==> config.mk <==
export PLATFORM = sky130hd
export DESIGN_NAME = ordered_unique_value_list_core
export DESIGN_NICKNAME = d
export VERILOG_FILES = /design/src/rtl/ouvl_pkg.sv /design/src/rtl/ordered_unique_value_list_core.sv /design/src/rtl/ouvl_ram.sv
export SDC_FILE = /design/constraint.sdc
export NUM_CORES = 1
export LEC_CHECK = 0
export BUFFER_PORTS_ARGS = -buffer_cell sky130_fd_sc_hd__buf_2
export CORE_ASPECT_RATIO = 1.5
export CORE_MARGIN = 8
export CORE_UTILIZATION = 35
export CTS_BUF_LIST = sky130_fd_sc_hd__clkbuf_16
export DETAILED_ROUTE_END_ITERATION = 16
export SLEW_MARGIN = 30
export SYNTH_ARGS = -nofsm -noshare
export SYNTH_HDL_FRONTEND = slang
export SYNTH_SLANG_ARGS = --single-unit
==> constraint.sdc <==
create_clock -name clk -period 16.66 [get_ports clk]
set_input_delay 0 -clock clk [delete_from_list [all_inputs] [get_ports clk]]
set_output_delay 0 -clock clk [all_outputs]
set_load 0.02 [all_outputs]
==> src/rtl/ouvl_pkg.sv <==
package ouvl_pkg;

  localparam logic [2:0] ACT_APPEND   = 3'd0;
  localparam logic [2:0] ACT_PREPEND  = 3'd1;
  localparam logic [2:0] ACT_POP_HEAD = 3'd2;
  localparam logic [2:0] ACT_POP_TAIL = 3'd3;
  localparam logic [2:0] ACT_REMOVE   = 3'd4;
  localparam logic [2:0] ACT_SEARCH   = 3'd5;
  localparam logic [2:0] ACT_LIST     = 3'd6;
  localparam logic [2:0] ACT_NONE     = 3'd7;

  localparam logic [2:0] ST_OK       = 3'd0;
  localparam logic [2:0] ST_DUP      = 3'd1;
  localparam logic [2:0] ST_NOTFOUND = 3'd2;
  localparam logic [2:0] ST_EMPTY    = 3'd3;
  localparam logic [2:0] ST_FULL     = 3'd4;

  localparam int CAPACITY = 16;
  localparam int VAL_W = 32;
  localparam int CNT_W = 5;

  typedef struct packed {
    logic [2:0]              action;
    logic signed [VAL_W-1:0] value;
  } in_t;

  typedef struct packed {
    logic [2:0]              status;
    logic                    found;
    logic signed [VAL_W-1:0] value_out;
    logic [CNT_W-1:0]        entry_count;
    logic                    last;
  } out_t;

endpackage

==> src/rtl/ordered_unique_value_list_core.sv <==
// Flow from acceptance to first result beat: append, prepend, remove and search compare one
//   stored entry per cycle; a remove that closes a gap then shifts the later entries toward
//   the head. Pop reads one entry, list reads each entry in turn, and refused actions and an
//   insert into an empty list go straight to the result.
// Throughput: one item at a time, set by the single RAM read port and the comparator;
//   a new item is taken in the cycle after its predecessor's last result enters the output register.
// Reset (rst_n low, synchronous) empties the list; stored values are not cleared.
module ordered_unique_value_list_core (
  input  logic           clk,
  input  logic           rst_n,
  input  logic           in_valid,
  output logic           in_ready,
  input  ouvl_pkg::in_t  in_data,
  output logic           out_valid,
  input  logic           out_ready,
  output ouvl_pkg::out_t out_data
);
  import ouvl_pkg::*;

  localparam int SW = $clog2(CAPACITY);
  localparam int CW = $clog2(CAPACITY + 1);

  localparam logic [2:0] S_IDLE  = 3'd0;
  localparam logic [2:0] S_SCAN  = 3'd1;
  localparam logic [2:0] S_SHIFT = 3'd2;
  localparam logic [2:0] S_POPA  = 3'd3;
  localparam logic [2:0] S_POPD  = 3'd4;
  localparam logic [2:0] S_LRD   = 3'd5;
  localparam logic [2:0] S_LDATA = 3'd6;
  localparam logic [2:0] S_EMIT  = 3'd7;

  logic [2:0]       state_r, state_nxt;
  logic [CW-1:0]    count_r, count_nxt;
  logic [SW-1:0]    head_r, head_nxt;
  logic [2:0]       act_r, act_nxt;
  logic [VAL_W-1:0] val_r, val_nxt;
  logic [SW-1:0]    rd_slot_r, rd_slot_nxt;
  logic [SW-1:0]    wr_slot_r, wr_slot_nxt;
  logic [SW-1:0]    cmp_slot_r, cmp_slot_nxt;
  logic [CW-1:0]    iss_r, iss_nxt;
  logic [CW-1:0]    cmp_pos_r, cmp_pos_nxt;
  logic             cmp_v_r, cmp_v_nxt;
  logic [CW-1:0]    rem_r, rem_nxt;
  logic             sv_r, sv_nxt;
  logic             more_r, more_nxt;
  out_t             res_r, res_nxt;
  out_t             out_r, out_nxt;
  logic             out_valid_r, out_valid_nxt;

  logic             we;
  logic [SW-1:0]    waddr;
  logic [VAL_W-1:0] wdata;
  logic [VAL_W-1:0] rd_data;

  logic [SW-1:0]    app_slot, tail_slot, pre_slot;
  logic [CW-1:0]    cnt_last, cnt_inc;
  logic             full, empty;
  logic             ins_go;
  logic [2:0]       ins_act;
  logic [VAL_W-1:0] ins_val;

  function automatic logic [SW-1:0] slot_wrap(input logic [SW:0] s);
    logic [SW:0] d;
    d = s - (SW+1)'(CAPACITY);
    return (s >= (SW+1)'(CAPACITY)) ? d[SW-1:0] : s[SW-1:0];
  endfunction

  function automatic logic [SW-1:0] slot_inc(input logic [SW-1:0] s);
    return (s == SW'(CAPACITY - 1)) ? '0 : s + 1'b1;
  endfunction

  function automatic out_t mk_res(input logic [2:0] st, input logic fnd,
                                  input logic [VAL_W-1:0] v, input logic [CW-1:0] cnt,
                                  input logic lst);
    out_t r;
    r.status      = st;
    r.found       = fnd;
    r.value_out   = v;
    r.entry_count = CNT_W'(cnt);
    r.last        = lst;
    return r;
  endfunction

  ouvl_ram #(
    .WIDTH(VAL_W),
    .DEPTH(CAPACITY)
  ) u_ram (
    .clk  (clk),
    .we   (we),
    .waddr(waddr),
    .wdata(wdata),
    .raddr(rd_slot_r),
    .rdata(rd_data)
  );

  assign app_slot  = slot_wrap({1'b0, head_r} + (SW+1)'(count_r));
  assign tail_slot = slot_wrap({1'b0, head_r} + (SW+1)'(count_r) - 1'b1);
  assign pre_slot  = (head_r == '0) ? SW'(CAPACITY - 1) : head_r - 1'b1;
  assign cnt_last  = count_r - 1'b1;
  assign cnt_inc   = count_r + 1'b1;
  assign full      = (count_r == CW'(CAPACITY));
  assign empty     = (count_r == '0);

  assign in_ready  = (state_r == S_IDLE);
  assign out_valid = out_valid_r;
  assign out_data  = out_r;

  always_comb begin
    state_nxt     = state_r;
    count_nxt     = count_r;
    head_nxt      = head_r;
    act_nxt       = act_r;
    val_nxt       = val_r;
    rd_slot_nxt   = rd_slot_r;
    wr_slot_nxt   = wr_slot_r;
    cmp_slot_nxt  = cmp_slot_r;
    iss_nxt       = iss_r;
    cmp_pos_nxt   = cmp_pos_r;
    cmp_v_nxt     = cmp_v_r;
    rem_nxt       = rem_r;
    sv_nxt        = sv_r;
    more_nxt      = more_r;
    res_nxt       = res_r;
    out_nxt       = out_r;
    out_valid_nxt = out_valid_r;
    we            = 1'b0;
    waddr         = app_slot;
    wdata         = val_r;
    ins_go        = 1'b0;
    ins_act       = act_r;
    ins_val       = val_r;

    if (out_valid_r && out_ready) begin
      out_valid_nxt = 1'b0;
    end

    unique case (state_r)
      S_IDLE: begin
        if (in_valid) begin
          act_nxt     = in_data.action;
          val_nxt     = in_data.value;
          rd_slot_nxt = head_r;
          iss_nxt     = '0;
          cmp_v_nxt   = 1'b0;
          more_nxt    = 1'b0;
          unique case (in_data.action) inside
            ACT_APPEND, ACT_PREPEND: begin
              if (full) begin
                res_nxt   = mk_res(ST_FULL, 1'b0, '0, count_r, 1'b1);
                state_nxt = S_EMIT;
              end else if (empty) begin
                ins_go  = 1'b1;
                ins_act = in_data.action;
                ins_val = in_data.value;
              end else begin
                state_nxt = S_SCAN;
              end
            end
            ACT_POP_HEAD, ACT_POP_TAIL: begin
              if (empty) begin
                res_nxt   = mk_res(ST_EMPTY, 1'b0, '0, count_r, 1'b1);
                state_nxt = S_EMIT;
              end else begin
                rd_slot_nxt = (in_data.action == ACT_POP_HEAD) ? head_r : tail_slot;
                state_nxt   = S_POPA;
              end
            end
            ACT_REMOVE, ACT_SEARCH, ACT_LIST: begin
              if (empty) begin
                res_nxt   = mk_res(ST_EMPTY, 1'b0, '0, count_r, 1'b1);
                state_nxt = S_EMIT;
              end else begin
                state_nxt = (in_data.action == ACT_LIST) ? S_LRD : S_SCAN;
              end
            end
            default: ;
          endcase
        end
      end

      S_SCAN: begin
        // issue one read per cycle, compare the one returned from the cycle before
        if (iss_r != count_r) begin
          cmp_v_nxt    = 1'b1;
          cmp_pos_nxt  = iss_r;
          cmp_slot_nxt = rd_slot_r;
          iss_nxt      = iss_r + 1'b1;
          rd_slot_nxt  = slot_inc(rd_slot_r);
        end else begin
          cmp_v_nxt = 1'b0;
        end
        if (cmp_v_r) begin
          if (rd_data == val_r) begin
            unique case (act_r) inside
              ACT_APPEND, ACT_PREPEND: begin
                res_nxt   = mk_res(ST_DUP, 1'b0, '0, count_r, 1'b1);
                state_nxt = S_EMIT;
              end
              ACT_SEARCH: begin
                res_nxt   = mk_res(ST_OK, 1'b1, '0, count_r, 1'b1);
                state_nxt = S_EMIT;
              end
              ACT_REMOVE: begin
                count_nxt = cnt_last;
                res_nxt   = mk_res(ST_OK, 1'b0, rd_data, cnt_last, 1'b1);
                if (cmp_pos_r == cnt_last) begin
                  state_nxt = S_EMIT;
                end else begin
                  // close the gap: move each later entry one slot toward the head
                  wr_slot_nxt = cmp_slot_r;
                  rd_slot_nxt = slot_inc(cmp_slot_r);
                  rem_nxt     = cnt_last - cmp_pos_r;
                  sv_nxt      = 1'b0;
                  state_nxt   = S_SHIFT;
                end
              end
              default: state_nxt = S_IDLE;
            endcase
          end else if (cmp_pos_r == cnt_last) begin
            unique case (act_r) inside
              ACT_APPEND, ACT_PREPEND: begin
                ins_go = 1'b1;
              end
              ACT_REMOVE, ACT_SEARCH: begin
                res_nxt   = mk_res(ST_NOTFOUND, 1'b0, '0, count_r, 1'b1);
                state_nxt = S_EMIT;
              end
              default: state_nxt = S_IDLE;
            endcase
          end
        end
      end

      S_SHIFT: begin
        if (rem_r != '0) begin
          sv_nxt      = 1'b1;
          rem_nxt     = rem_r - 1'b1;
          rd_slot_nxt = slot_inc(rd_slot_r);
        end else begin
          sv_nxt = 1'b0;
        end
        if (sv_r) begin
          we          = 1'b1;
          waddr       = wr_slot_r;
          wdata       = rd_data;
          wr_slot_nxt = slot_inc(wr_slot_r);
        end
        if (rem_r == '0 && !sv_r) begin
          state_nxt = S_EMIT;
        end
      end

      S_POPA: begin
        state_nxt = S_POPD;
      end

      S_POPD: begin
        count_nxt = cnt_last;
        if (act_r == ACT_POP_HEAD) begin
          head_nxt = slot_inc(head_r);
        end
        res_nxt   = mk_res(ST_OK, 1'b0, rd_data, cnt_last, 1'b1);
        state_nxt = S_EMIT;
      end

      S_LRD: begin
        state_nxt = S_LDATA;
      end

      S_LDATA: begin
        res_nxt     = mk_res(ST_OK, 1'b0, rd_data, count_r, iss_r == cnt_last);
        more_nxt    = (iss_r != cnt_last);
        iss_nxt     = iss_r + 1'b1;
        rd_slot_nxt = slot_inc(rd_slot_r);
        state_nxt   = S_EMIT;
      end

      S_EMIT: begin
        // hold until the output register is free
        if (!out_valid_r || out_ready) begin
          out_nxt       = res_r;
          out_valid_nxt = 1'b1;
          state_nxt     = more_r ? S_LRD : S_IDLE;
        end
      end

      default: state_nxt = S_IDLE;
    endcase

    if (ins_go) begin
      we    = 1'b1;
      wdata = ins_val;
      if (ins_act == ACT_APPEND) begin
        waddr = app_slot;
      end else begin
        waddr    = pre_slot;
        head_nxt = pre_slot;
      end
      count_nxt = cnt_inc;
      res_nxt   = mk_res(ST_OK, 1'b0, '0, cnt_inc, 1'b1);
      state_nxt = S_EMIT;
    end
  end

  always_ff @(posedge clk) begin
    if (!rst_n) begin
      state_r     <= S_IDLE;
      count_r     <= '0;
      head_r      <= '0;
      cmp_v_r     <= 1'b0;
      sv_r        <= 1'b0;
      rem_r       <= '0;
      more_r      <= 1'b0;
      out_valid_r <= 1'b0;
    end else begin
      state_r     <= state_nxt;
      count_r     <= count_nxt;
      head_r      <= head_nxt;
      cmp_v_r     <= cmp_v_nxt;
      sv_r        <= sv_nxt;
      rem_r       <= rem_nxt;
      more_r      <= more_nxt;
      out_valid_r <= out_valid_nxt;
    end
  end

  always_ff @(posedge clk) begin
    act_r      <= act_nxt;
    val_r      <= val_nxt;
    rd_slot_r  <= rd_slot_nxt;
    wr_slot_r  <= wr_slot_nxt;
    cmp_slot_r <= cmp_slot_nxt;
    iss_r      <= iss_nxt;
    cmp_pos_r  <= cmp_pos_nxt;
    res_r      <= res_nxt;
    out_r      <= out_nxt;
  end

endmodule

==> src/rtl/ouvl_ram.sv <==
module ouvl_ram #(
  parameter int WIDTH = 32,
  parameter int DEPTH = 16
) (
  input  logic                     clk,
  input  logic                     we,
  input  logic [$clog2(DEPTH)-1:0] waddr,
  input  logic [WIDTH-1:0]         wdata,
  input  logic [$clog2(DEPTH)-1:0] raddr,
  output logic [WIDTH-1:0]         rdata
);

  logic [WIDTH-1:0] mem [DEPTH];
  logic [WIDTH-1:0] rdata_r;

  always_ff @(posedge clk) begin
    if (we) begin
      mem[waddr] <= wdata;
    end
    rdata_r <= mem[raddr];
  end

  assign rdata = rdata_r;

endmodule

# == After elaboration in Yosys (flattened, before gate mapping) ==
# Memory sizes are Yosys's and may differ from the RTL's. A register that Yosys moved wholly into a read port is not among the register bits.
# Index checks and enable logic that the tools add are counted.
# totals
reg_bits,162
mem_bits_rw,512
input_bits,39
wordCells,256
memories,1
# classes
n_addsub,14
order_cmp,2
n_eq_ne,56
muxes,115
n_reduce_logical,43
# memory_table
name,words,width,read_ports,rd_clocked_by_memory_dff,wr,line,rtl
u_ram.mem,16,32,1,1,1,ouvl_ram.sv:13,logic [WIDTH-1:0] mem [DEPTH];
# op_table
op,n
42-bit two-way mux,7
32-bit two-way mux,8
42-bit one-hot mux with 4 select lines,1
42-bit one-hot mux with 3 select lines,1
4-bit two-way mux,30
42-bit one-hot mux with 2 select lines,1
3-bit two-way mux,19
5-bit two-way mux,11
32-bit equality test,1
"3-bit equality test, second input constant",9
1-bit two-way mux,23
"3-bit inequality test, second input constant",7
3-bit one-hot mux with 7 select lines,1
5-bit one-hot mux with 2 select lines,2
9-bit AND reduction,2
"4-bit by 1-bit adder with 4-bit output, second input constant",4
"4-bit equality test, second input constant",4
"2-bit inequality test, second input constant",8
4-bit one-hot mux with 4 select lines,1
"3-bit by 2-bit equality test with 1-bit output, second input constant",5
5-bit one-hot mux with 3 select lines,1
"5-bit by 1-bit subtractor with 5-bit output, second input constant",3
3-bit zero test,4
"3-bit by 2-bit inequality test with 1-bit output, second input constant",4
38 further kinds,73

# == Depth between registers and ports, before layout ==
# Gate-level depths: netlist of the first run.
# logic_depth
ltp_word,10
ltp_mapped,12
depth_no_buf,10

# == Hierarchy ==
# From an unflattened synthesis of the first run, not the netlist that was laid out.
# hier_totals
cells_unflattened,1583
hier_area_um2,27775.4
# by_module_without_submodules
module,n_inst,cells_each,area_each_um2,seq_area_each_um2
ouvl_ram,1,838,19836.5,16015.4
ordered_unique_value_list_core,1,745,7938.9,4284.1

# == Least setup slack after synthesis of the first run ==
# OpenSTA, ideal clock, no wires.
# synth_path
path_kind,register to register
start,register state_r[2]
end,memory u_ram.mem[13][0] (enable)
setup_ps,468
arrival_ps,5353
required_time_ps,16192
slack_ps,10839
path_stages_with_launch,10
n_path_buf,1
period_less_slack_ps,5821
cell_sequence,dfxtp_1 or4b_4 inv_1 a31oi_1 or2_2 a21o_1 o211ai_1 and2_1 clkbuf_1 nor3b_1
# synth_via
elab_chain_cells,5
# synth_lines
element,line,rtl
"start, declared",ordered_unique_value_list_core.sv:32,"logic [2:0] state_r, state_nxt;"
"start signal, assigned",ordered_unique_value_list_core.sv:316,state_r <= state_nxt;
3-bit by 1-bit equality test with 1-bit output (tied with other cells),ordered_unique_value_list_core.sv:137,unique case (state_r)
1-bit one-hot mux with 2 select lines (tied with other cells),ordered_unique_value_list_core.sv:137,
1-bit two-way mux / 3-bit zero test (equally long branches),"ordered_unique_value_list_core.sv:290, ordered_unique_value_list_core.sv:293",
1-bit two-way mux / 4-bit two-way mux (equally long branches),"ouvl_ram.sv:17, ordered_unique_value_list_core.sv:293",
1-bit two-way mux (implied by the code) / 4-bit two-way mux (equally long branches),"ouvl_ram.sv:18, ordered_unique_value_list_core.sv:290",
"end, declared",ouvl_ram.sv:13,
# Several ways; a longest one is shown, not always the timed one.

# == Final worst setup path of the first run ==
# layout_path
start,register state_r[0]
end,memory u_ram.mem[13][26] (enable)
# The elaborated chain is that of the path after synthesis.

==> summary.md, run 1 <==
| Metric | Value |
|---|---|
| Run status | `finished, final reports clean` |
| Gr ovfl total | `0` |
| Clk sinks | `706` |
| Synthesized instance count | `1540` |
| DR pass1 iterations | `5` |
| Syn_nets | `1600` |
| Die width | `247 µm` |
| Worst VDD drop | `0.000110 V` |
| Setup WS post-layout | `11.42 ns` |
| Root buf cell | `clkbuf_16` |
| #FFs+latches synth | `706` |
| Final TNS setup | `0 ns` |
| Relative slew slack | `35.4%` |
| CTS tree | `built` |
| Dpl hpwl | `44100 µm` |
| Largest fanout on the critical path | `40` |
| Worst setup startpoint | `state_r[0]$_SDFFE_PN0P_` |
| Synth cell types | `68` |
| Peak Freq | `191 MHz` |
| Required @ worst endpoint | `16.90 ns` |
| Post-synthesis sequential area ratio | `72.4%` |
| Core footprint | `79600 µm²` |
| # fillers | `7012` |
| Initial antenna violation count | `2` |
| Final setup violation count | `0` |
| ANT nets after route | `0` |
| Layout cell share with drive strength beyond 1 | `25.4%` |
| Clk_lat worst skew | `0.61 ns` |
| Dpl cell area | `29900 µm²` |
| Average wire per standard cell | `25.4 µm` |
| Wire length of the first global-routing pass | `103000 µm` |
| Nets | `1745` |
| Post-Place Worst Slack | `11.29 ns` |
| Vias per cell | `5.34` |
| Vias in the first global route | `15.4k` |
| Hold Violations, Final | `0` |
| RSZ-0062 raised after global routing | `no` |
| Main synth FF type | `edfxtp_1` |
| Violation count after the first detailed-route iteration | `1417` |
| Delay of the slowest cell on the worst path | `0.72 ns` |
| DIE HEIGHT | `363 µm` |
| Area grow syn2layout | `15.9%` |
| Largest net degree at the start of global routing | `134` |
| Pwr Density | `167 nW/µm²` |
| Cts repair resizes | `0` |
| Async SR Flop Fraction | `0%` |
| H-tree depth | `3` |
| Worst min-delay path class | `primary input to flop` |
| Worst clock skew | `0.0202 ns` |
| Worst hold path startpoint | `in_data[31]` |
| Leak Pwr | `0.0106 µW` |
| Tmin final | `5.24 ns` |
| Pins Over Slew Limit | `0` |
| DRC viols | `0` |
| Post-synth EDFFs | `616` |
| CP arrival | `5.48 ns` |
| Longest Clk Path Bufs | `3` |
| Final wirelength | `70400 µm` |
| Cell repeated most along the worst path | `buf_4` |
| Crit-path slowest cell | `inv_2` |
| Worst-Margin Slew | `0.968 ns` |
| Max Cap Viol | `0` |
| FP Rows | `127` |
| CTS Buf Count | `66` |
| Reg-to-reg startpoint | `state_r[0]$_SDFFE_PN0P_` |
| GP Congestion | `0.875` |
| Final period util | `31.5%` |
| Ys Warns | `0` |
| DR vias | `14.8k` |
| Port bufs | `82` |
| IO Count | `83` |
| Startpoint Class | `flop` |
| Fin area | `32500 µm²` |
| Mapped Area | `28000 µm²` |
| Post-Syn Area per Cell | `18.2 µm²` |
| Crit path kind | `flop to flop` |
| Cell breakdown of the critical path | `or4b_4 > inv_2 > nand3_2 > buf_4 > nand2_1 > buf_4 > nor2_1 > a211oi_1 > nand3_1 > nor3b_2 > buf_4` |
| Global-route usage over all layers | `15.6%` |
| Die area | `89600 µm²` |
| Crit end category | `flop` |
| Clk slew on worst S/H paths | `0.07 ns` |
| Initial core utilization | `35.2%` |
==> power by group <==
part | switching (µW) | internal [µW] | total, µW
Sequential | 172 | 2220 | 2390
Clock | 662 | 828 | 1490
Combinational | 871 | 666 | 1540
==> per-layer routing <==
metal | vias to the layer above | share of wire (%) | routed length [µm] | track usage, %
met3 | 118 | 5.5 | 3900 | 2.55
met2 | 463 | 53 | 37400 | 27.9
met5 | - | 0 | 0 | 0
li1 | 6513 | - | - | -
met1 | 7714 | 38 | 26900 | 18.6
met4 | 0 | 3.2 | 2270 | 5.68
==> placed cells by master (no fill, tap or decap), types with 5 or more instances in the layout <==
cell type and count:
a211oi_1 9, a21o_1 8, a21oi_1 35, a22o_1 32, a31oi_1 13, and3_1 5, buf_2 82, buf_4 29
bufinv_16 5, clkbuf_16 68, clkinv_1 14, clkinv_2 12, clkinvlp_4 5, dfxtp_1 90, dlygate4sd3_1 38, edfxtp_1 616
ha_1 19, inv_1 34, mux2i_1 7, mux4_2 160, nand2_1 42, nand2b_1 7, nand3_1 23, nand4_1 5
nor2_1 79, nor2_2 25, nor2_4 8, nor3_1 15, nor4_1 10, o211ai_1 11, o21a_1 5, o21ai_0 25
o22ai_1 36, o311ai_0 5, xnor2_1 24, xor2_1 42
==> layout make-up <==
type	instances	area [µm²]	share of cell area [%]
clock inverters	53	429	1.32
clock buffers	68	1700	5.24
flip-flops and latches	706	20300	62.5
multi-input cells	730	7530	23.2
diodes	2	5.00	0.0154
well taps	1032	1290	3.97
repair buffers	155	1140	3.52
inverters	26	97.6	0.300
==> synth_stat cells (all sizes together) (2+ instances only) <==
library cell / instances / share of area (%)
a211oi: 9 / 0.24
a21o: 9 / 0.24
a21oi: 35 / 0.62
a221oi: 2 / 0.063
a22o: 32 / 1.0
a22oi: 3 / 0.080
a2bb2oi: 3 / 0.094
a31o: 3 / 0.094
a31oi: 13 / 0.29
a32o: 2 / 0.071
and3: 5 / 0.11
and4: 3 / 0.094
buf: 21 / 0.34
clkbuf: 57 / 0.76
dfxtp: 90 / 6.4
edfxtp: 616 / 66
fa: 2 / 0.14
ha: 19 / 0.85
inv: 26 / 0.35
mux2: 4 / 0.16
mux2i: 7 / 0.25
mux4: 160 / 13
nand2: 42 / 0.56
nand2b: 7 / 0.16
nand3: 25 / 0.45
nand4: 5 / 0.11
nor2: 112 / 1.5
nor2b: 5 / 0.11
nor3: 20 / 0.36
nor3b: 7 / 0.25
nor4: 10 / 0.22
o211ai: 11 / 0.29
o21a: 5 / 0.13
o21ai: 27 / 0.48
o22ai: 36 / 0.80
o311ai: 5 / 0.16
o31ai: 2 / 0.054
o41ai: 2 / 0.063
or2: 4 / 0.089
or3: 7 / 0.21
xnor2: 24 / 0.75
xnor3: 2 / 0.16
xor2: 42 / 1.3
==> sequential cells by signal, summed over array words and instances (netlist names), 5 cells and up <==
register	count
cmp_pos_r	5
count_r	5
u_ram.rdata	32
u_ram.mem	512
val_r	32
res_r	42
rem_r	5
iss_r	5
out_data	42
==> cells by family (layout without fill, tap and decap cells) <==
logic type      count (synthesis)  in the layout  share of synthesized area [%]
compound gates                211            211                           5.19
xor+xnor                       68             68                           2.22
fa+ha+maj                      21             21                          0.991
buf+inv                       104            302                           1.46
flops                         706            706                           72.4
mux                           171            171                           13.3
other cells                     0              2                              0
simple gates                  259            259                           4.45
==> worst paths after layout <==
path,slack [ns],endpoint,depth (start not counted)
max,11.42,u_ram.mem[13][26]$_DFFE_PP_,11
min,0.17,val_r[31]$_DFFE_PP_,2
max reg2reg,11.42,u_ram.mem[13][26]$_DFFE_PP_,11
min reg2reg,0.42,out_data[2]$_DFFE_PP_,0
==> metrics by stage <==
stage	std cells	hold slack [ns]	total power, µW	utilization, %
after floorplan	1540	0.0989	3450	-
after global routing	2772	0.165	5650	40.8
after detailed placement	2611	0.201	3970	37.6
final	2772	0.171	5420	40.8
after CTS	2770	0.136	5470	40.7
after global placement	2607	0.196	3940	37.4
==> critical path: cells and delay by family (launching register included) <==
| kind | cells | cell delay, ns |
|---|---|---|
| compound gates | 1 | 0.52 |
| flops | 1 | 0.59 |
| simple gates | 6 | 1.66 |
| buf+inv | 4 | 2.01 |
==> what timing repair did <==
| action | in CTS | in global routing |
|---|---|---|
| setup buffers | 0 | 0 |
| hold buffers | 38 | 0 |
| hold endpoints to repair | 51 | 0 |
No activity file was read; power rests on OpenSTA's default activity.
==> inputs of run 2 (changes only) <==
--- a/config.mk
+++ b/config.mk
@@ -5,6 +5,7 @@
 export SDC_FILE = /design/constraint.sdc
 export NUM_CORES = 1
 export LEC_CHECK = 0
+export ABC_AREA = 1
 export BUFFER_PORTS_ARGS = -buffer_cell sky130_fd_sc_hd__buf_2
 export CORE_ASPECT_RATIO = 1.5
 export CORE_MARGIN = 8
==> constraint.sdc (replaced) <==
create_clock -name clk -period 4.5 [get_ports clk]
set_input_delay 0 -clock clk [delete_from_list [all_inputs] [get_ports clk]]
set_output_delay 0 -clock clk [all_outputs]
set_load 0.02 [all_outputs]
==> run 2 against run 1 <==
Die area grew 6.6%. Critical endpoint is now u_ram.mem[9][13]$_DFFE_PP_. Synthesized cell count grew 75%. Non-clock buffer count grew 51. Setup slack lost 11 ns.
==> summary.md, run 2 <==
| Metric | Value |
|---|---|
| Run status | `finished, final reports clean (unchanged)` |
| Peak Freq | `253 MHz (was 191 MHz)` |
| Worst clock skew | `0.0336 ns (was 0.0202 ns)` |
| Nets | `2873 (was 1745)` |
| Post-Syn Area per Cell | `11.1 µm² (was 18.2 µm²)` |
| H-tree depth | `2 (was 3)` |
| Initial antenna violation count | `0 (was 2)` |
| Final wirelength | `81500 µm (was 70400 µm)` |
| Main synth FF type | `edfxtp_1 (unchanged)` |
| Clk_lat worst skew | `0.65 ns (was 0.61 ns)` |
| Dpl cell area | `32200 µm² (was 29900 µm²)` |
| Final period util | `87.8% (was 31.5%)` |
| Dpl hpwl | `49800 µm (was 44100 µm)` |
| Clk sinks | `706 (unchanged)` |
| Violation count after the first detailed-route iteration | `1573 (was 1417)` |
| Internal power | `13400 µW (was 3710 µW)` |
| IO Count | `83 (unchanged)` |
| Post-synth EDFFs | `616 (unchanged)` |
| Crit end category | `flop (unchanged)` |
| Post-synthesis sequential area ratio | `67.7% (was 72.4%)` |
| Root buf cell | `clkbuf_16 (unchanged)` |
| R2r worst-path depth | `18 (was 11)` |
| Port bufs | `82 (unchanged)` |
| Area grow syn2layout | `15.5% (was 15.9%)` |
| Main combinational cell family by area after synthesis | `simple AND/OR/NAND/NOR gates (was multiplexers)` |
| Post-synthesis simple-gate area fraction | `13.9% (was 4.45%)` |
| Worst hold path startpoint | `in_valid (was in_data[31])` |
| Comb power frac | `35.1% (was 28.4%)` |
| Antenna Diode Count | `0 (was 2)` |
| CP arrival | `4.28 ns (was 5.48 ns)` |
| Hold Violations, Final | `0 (unchanged)` |
| Pins Over Slew Limit | `0 (unchanged)` |
| Worst-Margin Slew | `0.991 ns (was 0.968 ns)` |
| Async SR Flop Fraction | `0% (unchanged)` |
| Top-count cell post-synth | `edfxtp_1 (unchanged)` |
| Clock group share of total power | `24.6% (was 27.5%)` |
| Area share of xor/xnor cells in the synthesized design | `1.02% (was 2.22%)` |
| Required @ worst endpoint | `4.83 ns (was 16.90 ns)` |
| Pwr Density | `624 nW/µm² (was 167 nW/µm²)` |
| Hold Path End | `state_r[1]$_SDFFE_PN0P_ (was val_r[31]$_DFFE_PP_)` |
| DRC viols | `0 (unchanged)` |
| Final TNS setup | `0 ns (unchanged)` |
| Share of the synthesized area in the top cell type | `61.7% (was 66.0%)` |
| Largest fanout on the critical path | `26 (was 40)` |
| Syn_nets | `2756 (was 1600)` |
| Longest Clk Path Bufs | `3 (unchanged)` |
| Commonest non-fill, non-tap cell in the layout | `edfxtp_1 (unchanged)` |
| Psw | `8220 µW (was 1700 µW)` |
| CTS tree | `built (unchanged)` |
| Worst min-delay path class | `primary input to flop (unchanged)` |
| Fin area | `34600 µm² (was 32500 µm²)` |
| Largest register FFs | `512 (unchanged)` |
| Startpoint Class | `flop (unchanged)` |
| Die width | `255 µm (was 247 µm)` |
| Core footprint | `85100 µm² (was 79600 µm²)` |
| Layout cell share with drive strength beyond 1 | `12.2% (was 25.4%)` |
| DIE HEIGHT | `375 µm (was 363 µm)` |
| Global-route usage over all layers | `16.6% (was 15.6%)` |
| Worst flop-to-flop path endpoint | `u_ram.mem[9][13]$_DFFE_PP_ (was u_ram.mem[13][26]$_DFFE_PP_)` |
| Average wire per standard cell | `20.4 µm (was 25.4 µm)` |
| Worst R2R Setup Slack | `0.55 ns (was 11.42 ns)` |
| Max Cap Viol | `0 (unchanged)` |
| Wire length of the first global-routing pass | `122000 µm (was 103000 µm)` |
| Area leader, netlist | `edfxtp_1 (unchanged)` |
| Ys Warns | `0 (unchanged)` |
| Initial core utilization | `35.3% (was 35.2%)` |
| Synthesized instance count | `2696 (was 1540)` |
| Hold Slack | `0.0933 ns (was 0.171 ns)` |
| Tmin final | `3.95 ns (was 5.24 ns)` |
| Commonest non-fill, non-tap cells in the layout | `616 x edfxtp_1, 448 x nand2_1, 421 x nor2_1 (was 616 x edfxtp_1, 160 x mux4_2, 90 x dfxtp_1)` |
| Switch share | `38.0% (was 31.5%)` |
| Clk slew on worst S/H paths | `0.08 ns (was 0.07 ns)` |
| Post-Place Worst Slack | `0.559 ns (was 11.29 ns)` |
| Final setup violation count | `0 (unchanged)` |
| #FFs+latches synth | `706 (unchanged)` |
| Setup WS post-layout | `0.549 ns (was 11.42 ns)` |
| Proportion of synthesized area in mux cells | `0.0667% (was 13.3%)` |
| Leak Pwr | `0.0124 µW (was 0.0106 µW)` |
| ANT nets after route | `0 (unchanged)` |
| FP Rows | `131 (was 127)` |
| Mapped Area | `30000 µm² (was 28000 µm²)` |
| Synth top cells by count | `616 x edfxtp_1, 448 x nand2_1, 438 x nor2_1 (was 616 x edfxtp_1, 160 x mux4_2, 112 x nor2_1)` |
| Largest net degree at the start of global routing | `150 (was 134)` |
| Hold-critical path depth | `6 (was 2)` |
| Gr ovfl total | `0 (unchanged)` |
| # fillers | `7947 (was 7012)` |
| CTS Buf Count | `59 (was 66)` |
| GP Congestion | `0.897 (was 0.875)` |
| Crit path kind | `flop to flop (unchanged)` |
| Die area | `95500 µm² (was 89600 µm²)` |
| Relative slew slack | `33.9% (was 35.4%)` |
| Synth area leaders | `edfxtp_1 62%, dfxtp_1 6.0%, o21ai_0 5.7%, nand2_1 5.6%, nor2_1 5.5% (was edfxtp_1 66%, mux4_2 13%, dfxtp_1 6.4%, nor2_1 1.5%, xor2_1 1.3%)` |
| Share of power burned in registers | `40.3% (was 44.1%)` |
| Reg-to-reg startpoint | `count_r[1]$_SDFFE_PN0P_ (was state_r[0]$_SDFFE_PN0P_)` |
| DR pass1 iterations | `7 (was 5)` |
| Compound-Gate Fraction of Synth Area | `12.1% (was 5.19%)` |
| DR vias | `20.7k (was 14.8k)` |
| Vias per cell | `5.18 (was 5.34)` |
| Synth cell types | `52 (was 68)` |
| Worst VDD drop | `0.000578 V (was 0.000110 V)` |
| Vias in the first global route | `20.1k (was 15.4k)` |
| Setup repair bufs after CTS | `0 (unchanged)` |
| RSZ-0062 raised after global routing | `no (unchanged)` |
| Largest Register | `u_ram.mem (unchanged)` |
| Adder-cell area share of the yosys netlist | `0.926% (was 0.991%)` |
-- run 2: cells by family after synthesis --
logic type	count (synthesis)
AO/OA/AOI/OAI	598
AND/OR/NAND/NOR	1021
adder cells (fa/ha/maj)	21
flip-flops	706
buffers and inverters	313
XOR/XNOR	35
multiplexers	2
-- run 2: worst max path at each step --
stage	endpoint	slack, ns	startpoint
2_1_floorplan	u_ram.mem[12][0]$_DFFE_PP_	0.15	state_r[0]$_SDFFE_PN0P_
3_3_place_gp	u_ram.mem[9][27]$_DFFE_PP_	0.60	count_r[1]$_SDFFE_PN0P_
3_5_place_dp	u_ram.mem[9][27]$_DFFE_PP_	0.56	count_r[1]$_SDFFE_PN0P_
4_1_cts	u_ram.mem[9][7]$_DFFE_PP_	0.54	count_r[1]$_SDFFE_PN0P_
5_1_grt	u_ram.mem[9][13]$_DFFE_PP_	0.23	count_r[1]$_SDFFE_PN0P_
6_report	u_ram.mem[9][13]$_DFFE_PP_	0.55	count_r[1]$_SDFFE_PN0P_
-- run 2: layer usage --
| metal | GRT usage [%] | part of all wire, % | up-vias |
|---|---|---|---|
| met5 | 0 | 0 | - |
| met4 | 6.44 | 3.5 | 0 |
| met3 | 1.54 | 5.2 | 149 |
| met2 | 30.3 | 52 | 631 |
| met1 | 19.8 | 39 | 10200 |
| li1 | - | - | 9771 |
-- run 2: critical path, stage by stage, from the launching register on --
cell and delay, ns:
dfxtp_1 0.51, inv_1 0.12, ha_1 0.25, xnor2_1 0.19
inv_1 0.10, ha_1 0.37, nand2_1 0.07, nor2_1 0.19
nand2_4 0.11, nor2_4 0.11, nand3_4 0.12, nand2_4 0.26
inv_1 0.18, nand2_1 0.10, nand2_2 0.08, inv_2 0.08
nand2_2 0.15, nor2_4 0.36, buf_12 0.27
-- run 2: layout make-up --
type / count / area (µm²) / share of cell area, %
flip-flops and latches: 706 / 20300 / 58.6
clock inverters: 52 / 546 / 1.57
repair buffers: 206 / 1730 / 4.99
well taps: 1130 / 1410 / 4.08
inverters: 163 / 628 / 1.81
clock buffers: 59 / 1480 / 4.26
multi-input cells: 1677 / 8550 / 24.7
-- run 2: what timing repair did --
action,4_1_cts,5_1_grt
hold endpoints to repair,121,0
resized for setup,0,0
hold buffers,38,0
setup endpoints to repair,0,0
-- run 2: power groups by stage --
stage	Clock, µW	Combinational (µW)	Sequential [µW]
after floorplan	0	5130	8670
after global placement	0	7490	8830
after detailed placement	0	7560	8840
after CTS	5420	7610	8700
after global routing	5670	8400	8770
final	5320	7590	8700
-- run 2: metrics by stage --
stage	total power [µW]	std cells	util, %
floorplan	13800	2696	-
global placement	16300	3842	37.9
detailed placement	16400	3843	37.9
CTS	21700	3992	40.7
global route	22800	3993	40.7
finish	21600	3993	40.7
